## src/sv/svpwm_pkg.sv

```systemverilog
// Shared types and constants for the space vector PWM duty cycle block.
// No dependencies; used by space_vector_pwm_duty_top.
package svpwm_pkg;

    localparam int unsigned InW   = 16;
    localparam int unsigned TW    = 14;
    localparam int unsigned T3W   = 15;
    localparam int unsigned CmpW  = 16;
    localparam int unsigned CfgIdxW = 2;
    localparam int unsigned CfgDataW = 16;

    // Width of the scaled products and of the sector working values.
    localparam int unsigned ProdW = 32;
    // Width of the timing numerator, with headroom for T plus two products.
    localparam int unsigned NumW  = 34;

    // Division by 131072 and the extra halving of the first timing.
    localparam int unsigned ScaleSh = 17;
    localparam int unsigned NumSh   = ScaleSh + 1;
    // The offset is T / 8.
    localparam int unsigned OffSh   = 3;

    localparam logic [TW-1:0]   FullPeriodRst  = TW'(9000);
    localparam logic [T3W-1:0]  FullPeriod3Rst = T3W'(15588);
    localparam logic [CmpW-1:0] MaxCompareRst  = CmpW'(2160);
    localparam logic [CmpW-1:0] MinCompareRst  = CmpW'(12);

    typedef enum logic [CfgIdxW-1:0] {
        CFG_FULL_PERIOD       = 2'd0,
        CFG_FULL_PERIOD_SQRT3 = 2'd1,
        CFG_MAX_COMPARE       = 2'd2,
        CFG_MIN_COMPARE       = 2'd3
    } t_cfg_reg;

    // Sectors that share one timing formula.
    typedef enum logic [1:0] {
        GRP_S14 = 2'd0,
        GRP_S25 = 2'd1,
        GRP_S36 = 2'd2
    } t_grp;

endpackage

```

## src/sv/space_vector_pwm_duty_top.sv

```systemverilog
// An accepted request passes through r_ua/r_ub, r_x/r_y/r_z, r_ta3, r_tb4 and the output registers.
// Throughput: one request per cycle; a request may enter in every cycle in which o_ready is high.
// The pipeline advances as a whole whenever the output register is empty or taken.
// Reset (synchronous, active low) clears all valid bits and loads the register
// defaults: full period 9000, sqrt3 period 15588, max compare 2160, min compare 12.
// Depends on svpwm_pkg.
module space_vector_pwm_duty_top (
    input  logic                                i_clk,
    input  logic                                i_rst_n,
    input  logic                                i_cfg_we,
    input  logic [svpwm_pkg::CfgIdxW-1:0]       i_cfg_idx,
    input  logic [svpwm_pkg::CfgDataW-1:0]      i_cfg_wdata,
    input  logic                                i_valid,
    output logic                                o_ready,
    input  logic signed [svpwm_pkg::InW-1:0]    i_v_alpha,
    input  logic signed [svpwm_pkg::InW-1:0]    i_v_beta,
    output logic                                o_valid,
    input  logic                                i_ready,
    output logic [svpwm_pkg::CmpW-1:0]          o_compare_a,
    output logic [svpwm_pkg::CmpW-1:0]          o_compare_b,
    output logic [svpwm_pkg::CmpW-1:0]          o_compare_c
);

    localparam int unsigned ProdW = svpwm_pkg::ProdW;
    localparam int unsigned NumW  = svpwm_pkg::NumW;
    localparam int unsigned CmpW  = svpwm_pkg::CmpW;
    localparam int unsigned TW    = svpwm_pkg::TW;
    localparam int unsigned T3W   = svpwm_pkg::T3W;

    // Signed division by 2^17, truncating toward zero, wrapped to 16 bits.
    function automatic logic [CmpW-1:0] f_div_scale(input logic signed [ProdW-1:0] v);
        logic signed [ProdW-1:0] adj;
        logic signed [ProdW-1:0] q;
        adj = v + $signed({{(ProdW-svpwm_pkg::ScaleSh){1'b0}},
                           {svpwm_pkg::ScaleSh{v[ProdW-1]}}});
        q   = adj >>> svpwm_pkg::ScaleSh;
        return q[CmpW-1:0];
    endfunction

    function automatic logic [CmpW-1:0] f_limit(
        input logic [CmpW-1:0] v,
        input logic [CmpW-1:0] vmax,
        input logic [CmpW-1:0] vmin
    );
        logic [CmpW-1:0] c;
        c = (v > vmax) ? vmax : v;
        return (c < vmin) ? '0 : c;
    endfunction

    // Configuration registers.
    logic [TW-1:0]   r_t;
    logic [T3W-1:0]  r_t3;
    logic [CmpW-1:0] r_max;
    logic [CmpW-1:0] r_min;

    always_ff @(posedge i_clk) begin
        if (!i_rst_n) begin
            r_t   <= svpwm_pkg::FullPeriodRst;
            r_t3  <= svpwm_pkg::FullPeriod3Rst;
            r_max <= svpwm_pkg::MaxCompareRst;
            r_min <= svpwm_pkg::MinCompareRst;
        end else if (i_cfg_we) begin
            unique case (svpwm_pkg::t_cfg_reg'(i_cfg_idx))
                svpwm_pkg::CFG_FULL_PERIOD:       r_t   <= i_cfg_wdata[TW-1:0];
                svpwm_pkg::CFG_FULL_PERIOD_SQRT3: r_t3  <= i_cfg_wdata[T3W-1:0];
                svpwm_pkg::CFG_MAX_COMPARE:       r_max <= i_cfg_wdata[CmpW-1:0];
                svpwm_pkg::CFG_MIN_COMPARE:       r_min <= i_cfg_wdata[CmpW-1:0];
                default: ;
            endcase
        end
    end

    // The whole pipeline moves when the output register can take a new value.
    logic w_adv;
    assign w_adv   = !o_valid || i_ready;
    assign o_ready = w_adv;

    logic r_v1, r_v2, r_v3, r_v4, r_v5;

    always_ff @(posedge i_clk) begin
        if (!i_rst_n) begin
            r_v1 <= 1'b0;
            r_v2 <= 1'b0;
            r_v3 <= 1'b0;
            r_v4 <= 1'b0;
            r_v5 <= 1'b0;
        end else if (w_adv) begin
            r_v1 <= i_valid;
            r_v2 <= r_v1;
            r_v3 <= r_v2;
            r_v4 <= r_v3;
            r_v5 <= r_v4;
        end
    end
    assign o_valid = r_v5;

    // Stage 1: scale alpha and beta.
    logic signed [ProdW-1:0] n_ua, n_ub, r_ua, r_ub;
    assign n_ua = ProdW'(i_v_alpha * $signed({1'b0, r_t3}));
    assign n_ub = ProdW'(-(i_v_beta * $signed({1'b0, r_t})));

    // Stage 2: X, Y, Z and sector group.
    logic signed [ProdW-1:0] w_sum, w_dif, w_sum_adj, w_dif_adj;
    logic signed [ProdW-1:0] n_y, n_z, r_x, r_y, r_z;
    svpwm_pkg::t_grp n_grp, r_grp2, r_grp3;

    always_comb begin
        w_sum     = r_ub + r_ua;
        w_dif     = r_ub - r_ua;
        w_sum_adj = w_sum + $signed({{(ProdW-1){1'b0}}, w_sum[ProdW-1]});
        w_dif_adj = w_dif + $signed({{(ProdW-1){1'b0}}, w_dif[ProdW-1]});
        n_y       = w_sum_adj >>> 1;
        n_z       = w_dif_adj >>> 1;
        // Ties on zero go to the sector the sign tests reach first.
        if (n_y[ProdW-1]) begin
            if (n_z[ProdW-1])              n_grp = svpwm_pkg::GRP_S25;
            else if (r_ub <= 0)            n_grp = svpwm_pkg::GRP_S14;
            else                           n_grp = svpwm_pkg::GRP_S36;
        end else begin
            if (!n_z[ProdW-1])             n_grp = svpwm_pkg::GRP_S25;
            else if (r_ub <= 0)            n_grp = svpwm_pkg::GRP_S36;
            else                           n_grp = svpwm_pkg::GRP_S14;
        end
    end

    // Stage 3: first timing and the scaled X, Y, Z steps.
    logic signed [NumW-1:0] w_t, w_x, w_y, w_z, w_num, w_num_adj, w_q;
    logic [CmpW-1:0] n_ta, r_ta3, r_dx, r_dy, r_dz;

    always_comb begin
        w_t = $signed({{(NumW-TW){1'b0}}, r_t});
        w_x = NumW'(r_x);
        w_y = NumW'(r_y);
        w_z = NumW'(r_z);
        unique case (r_grp2)
            svpwm_pkg::GRP_S14: w_num = w_t + w_x - w_z;
            svpwm_pkg::GRP_S25: w_num = w_t + w_y - w_z;
            default:            w_num = w_t - w_x + w_y;
        endcase
        // Halving then dividing by 2^17, both toward zero, equals one
        // truncating division by 2^18.
        w_num_adj = w_num + $signed({{(NumW-svpwm_pkg::NumSh){1'b0}},
                                     {svpwm_pkg::NumSh{w_num[NumW-1]}}});
        w_q  = w_num_adj >>> svpwm_pkg::NumSh;
        n_ta = w_q[CmpW-1:0]
             + {{(CmpW-TW+svpwm_pkg::OffSh){1'b0}}, r_t[TW-1:svpwm_pkg::OffSh]};
    end

    // Stage 4: remaining timings, each built from the wrapped earlier one.
    logic [CmpW-1:0] n_tb, n_tc, r_ta4, r_tb4, r_tc4;

    always_comb begin
        unique case (r_grp3)
            svpwm_pkg::GRP_S14: begin
                n_tb = r_ta3 + r_dz;
                n_tc = n_tb - r_dx;
            end
            svpwm_pkg::GRP_S25: begin
                n_tb = r_ta3 + r_dz;
                n_tc = r_ta3 - r_dy;
            end
            default: begin
                n_tc = r_ta3 - r_dy;
                n_tb = n_tc + r_dx;
            end
        endcase
    end

    always_ff @(posedge i_clk) begin
        if (w_adv) begin
            r_ua   <= n_ua;
            r_ub   <= n_ub;

            r_x    <= r_ub;
            r_y    <= n_y;
            r_z    <= n_z;
            r_grp2 <= n_grp;

            r_ta3  <= n_ta;
            r_dx   <= f_div_scale(r_x);
            r_dy   <= f_div_scale(r_y);
            r_dz   <= f_div_scale(r_z);
            r_grp3 <= r_grp2;

            r_ta4  <= r_ta3;
            r_tb4  <= n_tb;
            r_tc4  <= n_tc;

            o_compare_a <= f_limit(r_ta4, r_max, r_min);
            o_compare_b <= f_limit(r_tb4, r_max, r_min);
            o_compare_c <= f_limit(r_tc4, r_max, r_min);
        end
    end

endmodule
```

## config.mk

```make
export PLATFORM = sky130hd
export DESIGN_NAME = space_vector_pwm_duty_top
export DESIGN_NICKNAME = d
export VERILOG_FILES = /design/src/sv/svpwm_pkg.sv /design/src/sv/space_vector_pwm_duty_top.sv
export SDC_FILE = /design/constraint.sdc
export NUM_CORES = 2
export LEC_CHECK = 0
export ABC_CLOCK_PERIOD_IN_PS = 18400
export BUFFER_PORTS_ARGS = -buffer_cell sky130_fd_sc_hd__buf_2
export CORE_ASPECT_RATIO = 1.25
export CORE_MARGIN = 3
export CORE_UTILIZATION = 60
export CTS_BUF_LIST = sky130_fd_sc_hd__clkbuf_16
export DETAILED_ROUTE_END_ITERATION = 6
export GPL_ROUTABILITY_DRIVEN = 0
export PLACE_DENSITY = 0.86
export RECOVER_POWER = 100
export SLEW_MARGIN = 20
export SYNTH_ARGS = -nofsm -noshare
export SYNTH_HDL_FRONTEND = slang
export SYNTH_SLANG_ARGS = --single-unit
export TNS_END_PERCENT = 10
```

## constraint.sdc

```tcl
create_clock -name i_clk -period 18.4 [get_ports i_clk]
set_input_delay 4.6 -clock i_clk [delete_from_list [all_inputs] [get_ports i_clk]]
set_output_delay 4.6 -clock i_clk [all_outputs]
set_load 0.02 [all_outputs]
```

==> metrics.md <==
| Metric | Value |
|---|---|
| Max Slew Vio Count | `495` |
| Final worst path period need | `11350 ps` |
| Fmax | `88.13 MHz` |
| FF+latch count, synth | `385` |
| Core area | `roughly 84000 um^2` |
| Yosys warnings | `0` |
| GRT Total Usage | `32.86%` |
| CTS Hold Bufs | `0` |
| Register Area | `~11000 um^2` |
| Largest cells by area after synthesis | `fa_1 (21%), edfxtp_1 (19%), ha_1 (15%)` |
| Chip Width | `between 200 and 300 um` |
| FP Rows | `119` |
| Netlist cell types | `around 110` |
| Asr flop ratio synth | `0%` |
| Routed len/inst | `21.85 um` |
| Resize count post-CTS | `0` |
| Crit path to | `r_ua[31]$_DFFE_PP_` |
| Worst-Skew Late Latency | `600 ps` |
| Reg2reg start | `r_t[11]$_SDFFE_PN0P_` |
| Final #Nets | `6725` |
| Critical Path Source | `i_v_alpha[10]` |
| Largest net degree at the start of global routing | `76` |
| Vias | `41.06k` |
| DRC viols | `1` |
| Largest area contributor in the netlist | `fa_1` |
| CTS root buf | `clkbuf_16` |
| Crit path DAT | `11680 ps` |
| Final setup vio count | `0` |
| Slew margin rel. | `-173.3%` |
| Final Hold Viols | `0` |
| Worst Hold Slack | `around 470 ps` |
| Worst-Margin Slew | `4100 ps` |
| Dominant cell by count in the synthesized netlist | `inv_1` |
| Clock sink count | `385` |
| Cells on Worst Hold Path | `2` |
| R2R Setup Slk | `7360 ps` |
| Top cells by count, synth | `inv_1 (873), ha_1 (626), nand2_1 (528), fa_1 (527), edfxtp_1 (319)` |
| Worst-path clk slew | `around 60 ps` |
| Failing checks | `design-rule violations, max-capacitance violations, max-slew violations` |
| Crit path max fanout | `15` |
| Footprint of the multi-input gates | `36260 um^2` |
| Hold WC Path Type | `reg2reg` |
| Total CTS buffers | `between 40 and 50` |
| Starting Density | `60.62%` |
| RSZ-0062 raised after global routing | `false` |
| 1st-pass router iterations | `7` |
| Syn Area/Cell | `9.327 um^2` |
| Total congestion overflow | `0` |
| Initial antenna violation count | `7` |
| CTS H-tree lvls | `2` |
| WP data required | `18740 ps` |
| Crit end category | `flop` |
| IO Count | `roughly 110` |
| EDFF count, synth | `319` |
| Post-Route WL | `145200 um` |
| Die Ht | `332.5 um` |
| Worst Setup Start Kind | `input pin` |
| First-pass GRT wire length | `226900 um` |
| WS Path Type | `in2reg` |
| Layout cells sized above 1 | `roughly 4.2%` |
| Total die area | `approximately 89000 um^2` |
| Mapped cell area | `51180 um^2` |
| Input/output buffers | `~100` |
| Syn_nets | `6695` |
| Max_cap viols | `9` |
| Filler instances | `6380` |
| Via density | `6.179` |
| Worst reg-to-reg path cell count | `40` |
| CTS max path bufs | `3` |
| Seq/Total Area, Yosys | `between 20% and 30%` |
| Setup TNS | `0 ps` |
| Final Cycle Share | `61.67%` |
| DP Wirelength | `114900 um` |
| Fin Clk Skew | `around 19 ps` |
| Ys flop type | `edfxtp_1` |
| Status | `finished, violations left` |
| Syn Inst Count | `5487` |
| Postcts setup bufs | `0` |
| Layout area overhead | `5.462%` |
| Initial DRC count | `3576` |
| ANT nets after route | `0` |
| Vias in the first global route | `42.94k` |
| RR Endpoint | `r_ta3[15]$_DFFE_PP_` |
| Top-area cell type share of the netlist area | `about a fifth` |
| TritonCTS clock tree | `built` |
## worst max-delay path, stage by stage
cell	delay [ps]
clkbuf_1	530
nand2_1	170
fa_1	570
inv_1	60
fa_1	530
inv_1	50
fa_1	480
fa_1	550
inv_1	50
fa_1	470
inv_1	50
fa_1	490
inv_1	50
ha_1	350
a21o_1	210
a21oi_1	200
nor2b_1	80
nor2_1	120
o31ai_1	110
a21oi_1	260
o31ai_1	180
o41ai_1	440
o21ai_0	220
or4_1	460
a31oi_1	180
o21bai_1	100
xnor2_1	130
## flip-flops by register name, summed over array words and instances, names as in the netlist, 16 cells and up
| register | cells |
|---|---|
| r_tb4 | 16 |
| r_ua | 32 |
| r_ta4 | 16 |
| o_compare_b | 16 |
| r_ub | 32 |
| o_compare_a | 16 |
| r_min | 16 |
| r_ta3 | 16 |
| o_compare_c | 16 |
| r_x | 32 |
| r_z | 31 |
| r_max | 16 |
| r_y | 31 |
| r_tc4 | 16 |
## placed cells by master (no fill, tap or decap), types with 185 or more instances in the layout
master	Yosys	layout
and2_1	280	264
edfxtp_1	319	319
ha_1	626	626
inv_1	873	875
nand2_1	528	528
a21oi_1	246	248
xnor2_1	252	253
o21ai_0	182	185
nor2_1	246	247
fa_1	527	527
## cells by family after synthesis
family	synth area share (%)
xor gates and xnor gates	6.124
muxes	0.9339
DFF	21.30
buffers and inverters	7.630
AOI/OAI and AO/OA	13.30
and+or+nand+nor	14.79
adders and majority gates	35.92
## layer usage
layer | track usage [%] | part of all wire (%)
met5 | 0 | 0.028
met4 | 28.73 | 11
met3 | 8.168 | 8.9
met2 | 54.61 | 47
met1 | 34.60 | 33
## area by class of cell
| type | count | area share, % |
|---|---|---|
| multi-input combinational | 4071 | 67.18 |
| sequential | 385 | 20.20 |
| inverter | 874 | 6.078 |
| tap | 1089 | 2.525 |
| clock buffer | 48 | 2.226 |
| timing repair buffer | 142 | 1.243 |
| clock inverter | 31 | 0.5309 |
| antenna | 5 | 0.02318 |
## per-stage QoR
step                      setup WS, ps  area [um^2]  instances  util (%)
after floorplan                  145.8        51180       5487         -
after global placement            6951        52730       6559     62.46
after detailed placement          6855        52740       6560     62.47
after CTS                         7459        54230       6639     64.23
after global routing              6600        53960       6640     63.92
final                             7053        53970       6645     63.93
## worst min-delay path by stage
stage	startpoint	endpoint
3_5_place_dp	r_min[12]$_SDFFE_PN0P_	r_min[12]$_SDFFE_PN0P_
3_3_place_gp	r_min[5]$_SDFFE_PN0P_	r_min[5]$_SDFFE_PN0P_
4_1_cts	r_min[12]$_SDFFE_PN0P_	r_min[12]$_SDFFE_PN0P_
5_1_grt	r_min[15]$_SDFFE_PN0P_	r_min[15]$_SDFFE_PN0P_
2_1_floorplan	r_grp2[1]$_DFFE_PP_	r_grp3[1]$_DFFE_PP_
6_report	r_min[12]$_SDFFE_PN0P_	r_min[12]$_SDFFE_PN0P_
Power is not shown: default switching activity piles up to over one toggle a cycle in this logic, so the estimate is an artifact.
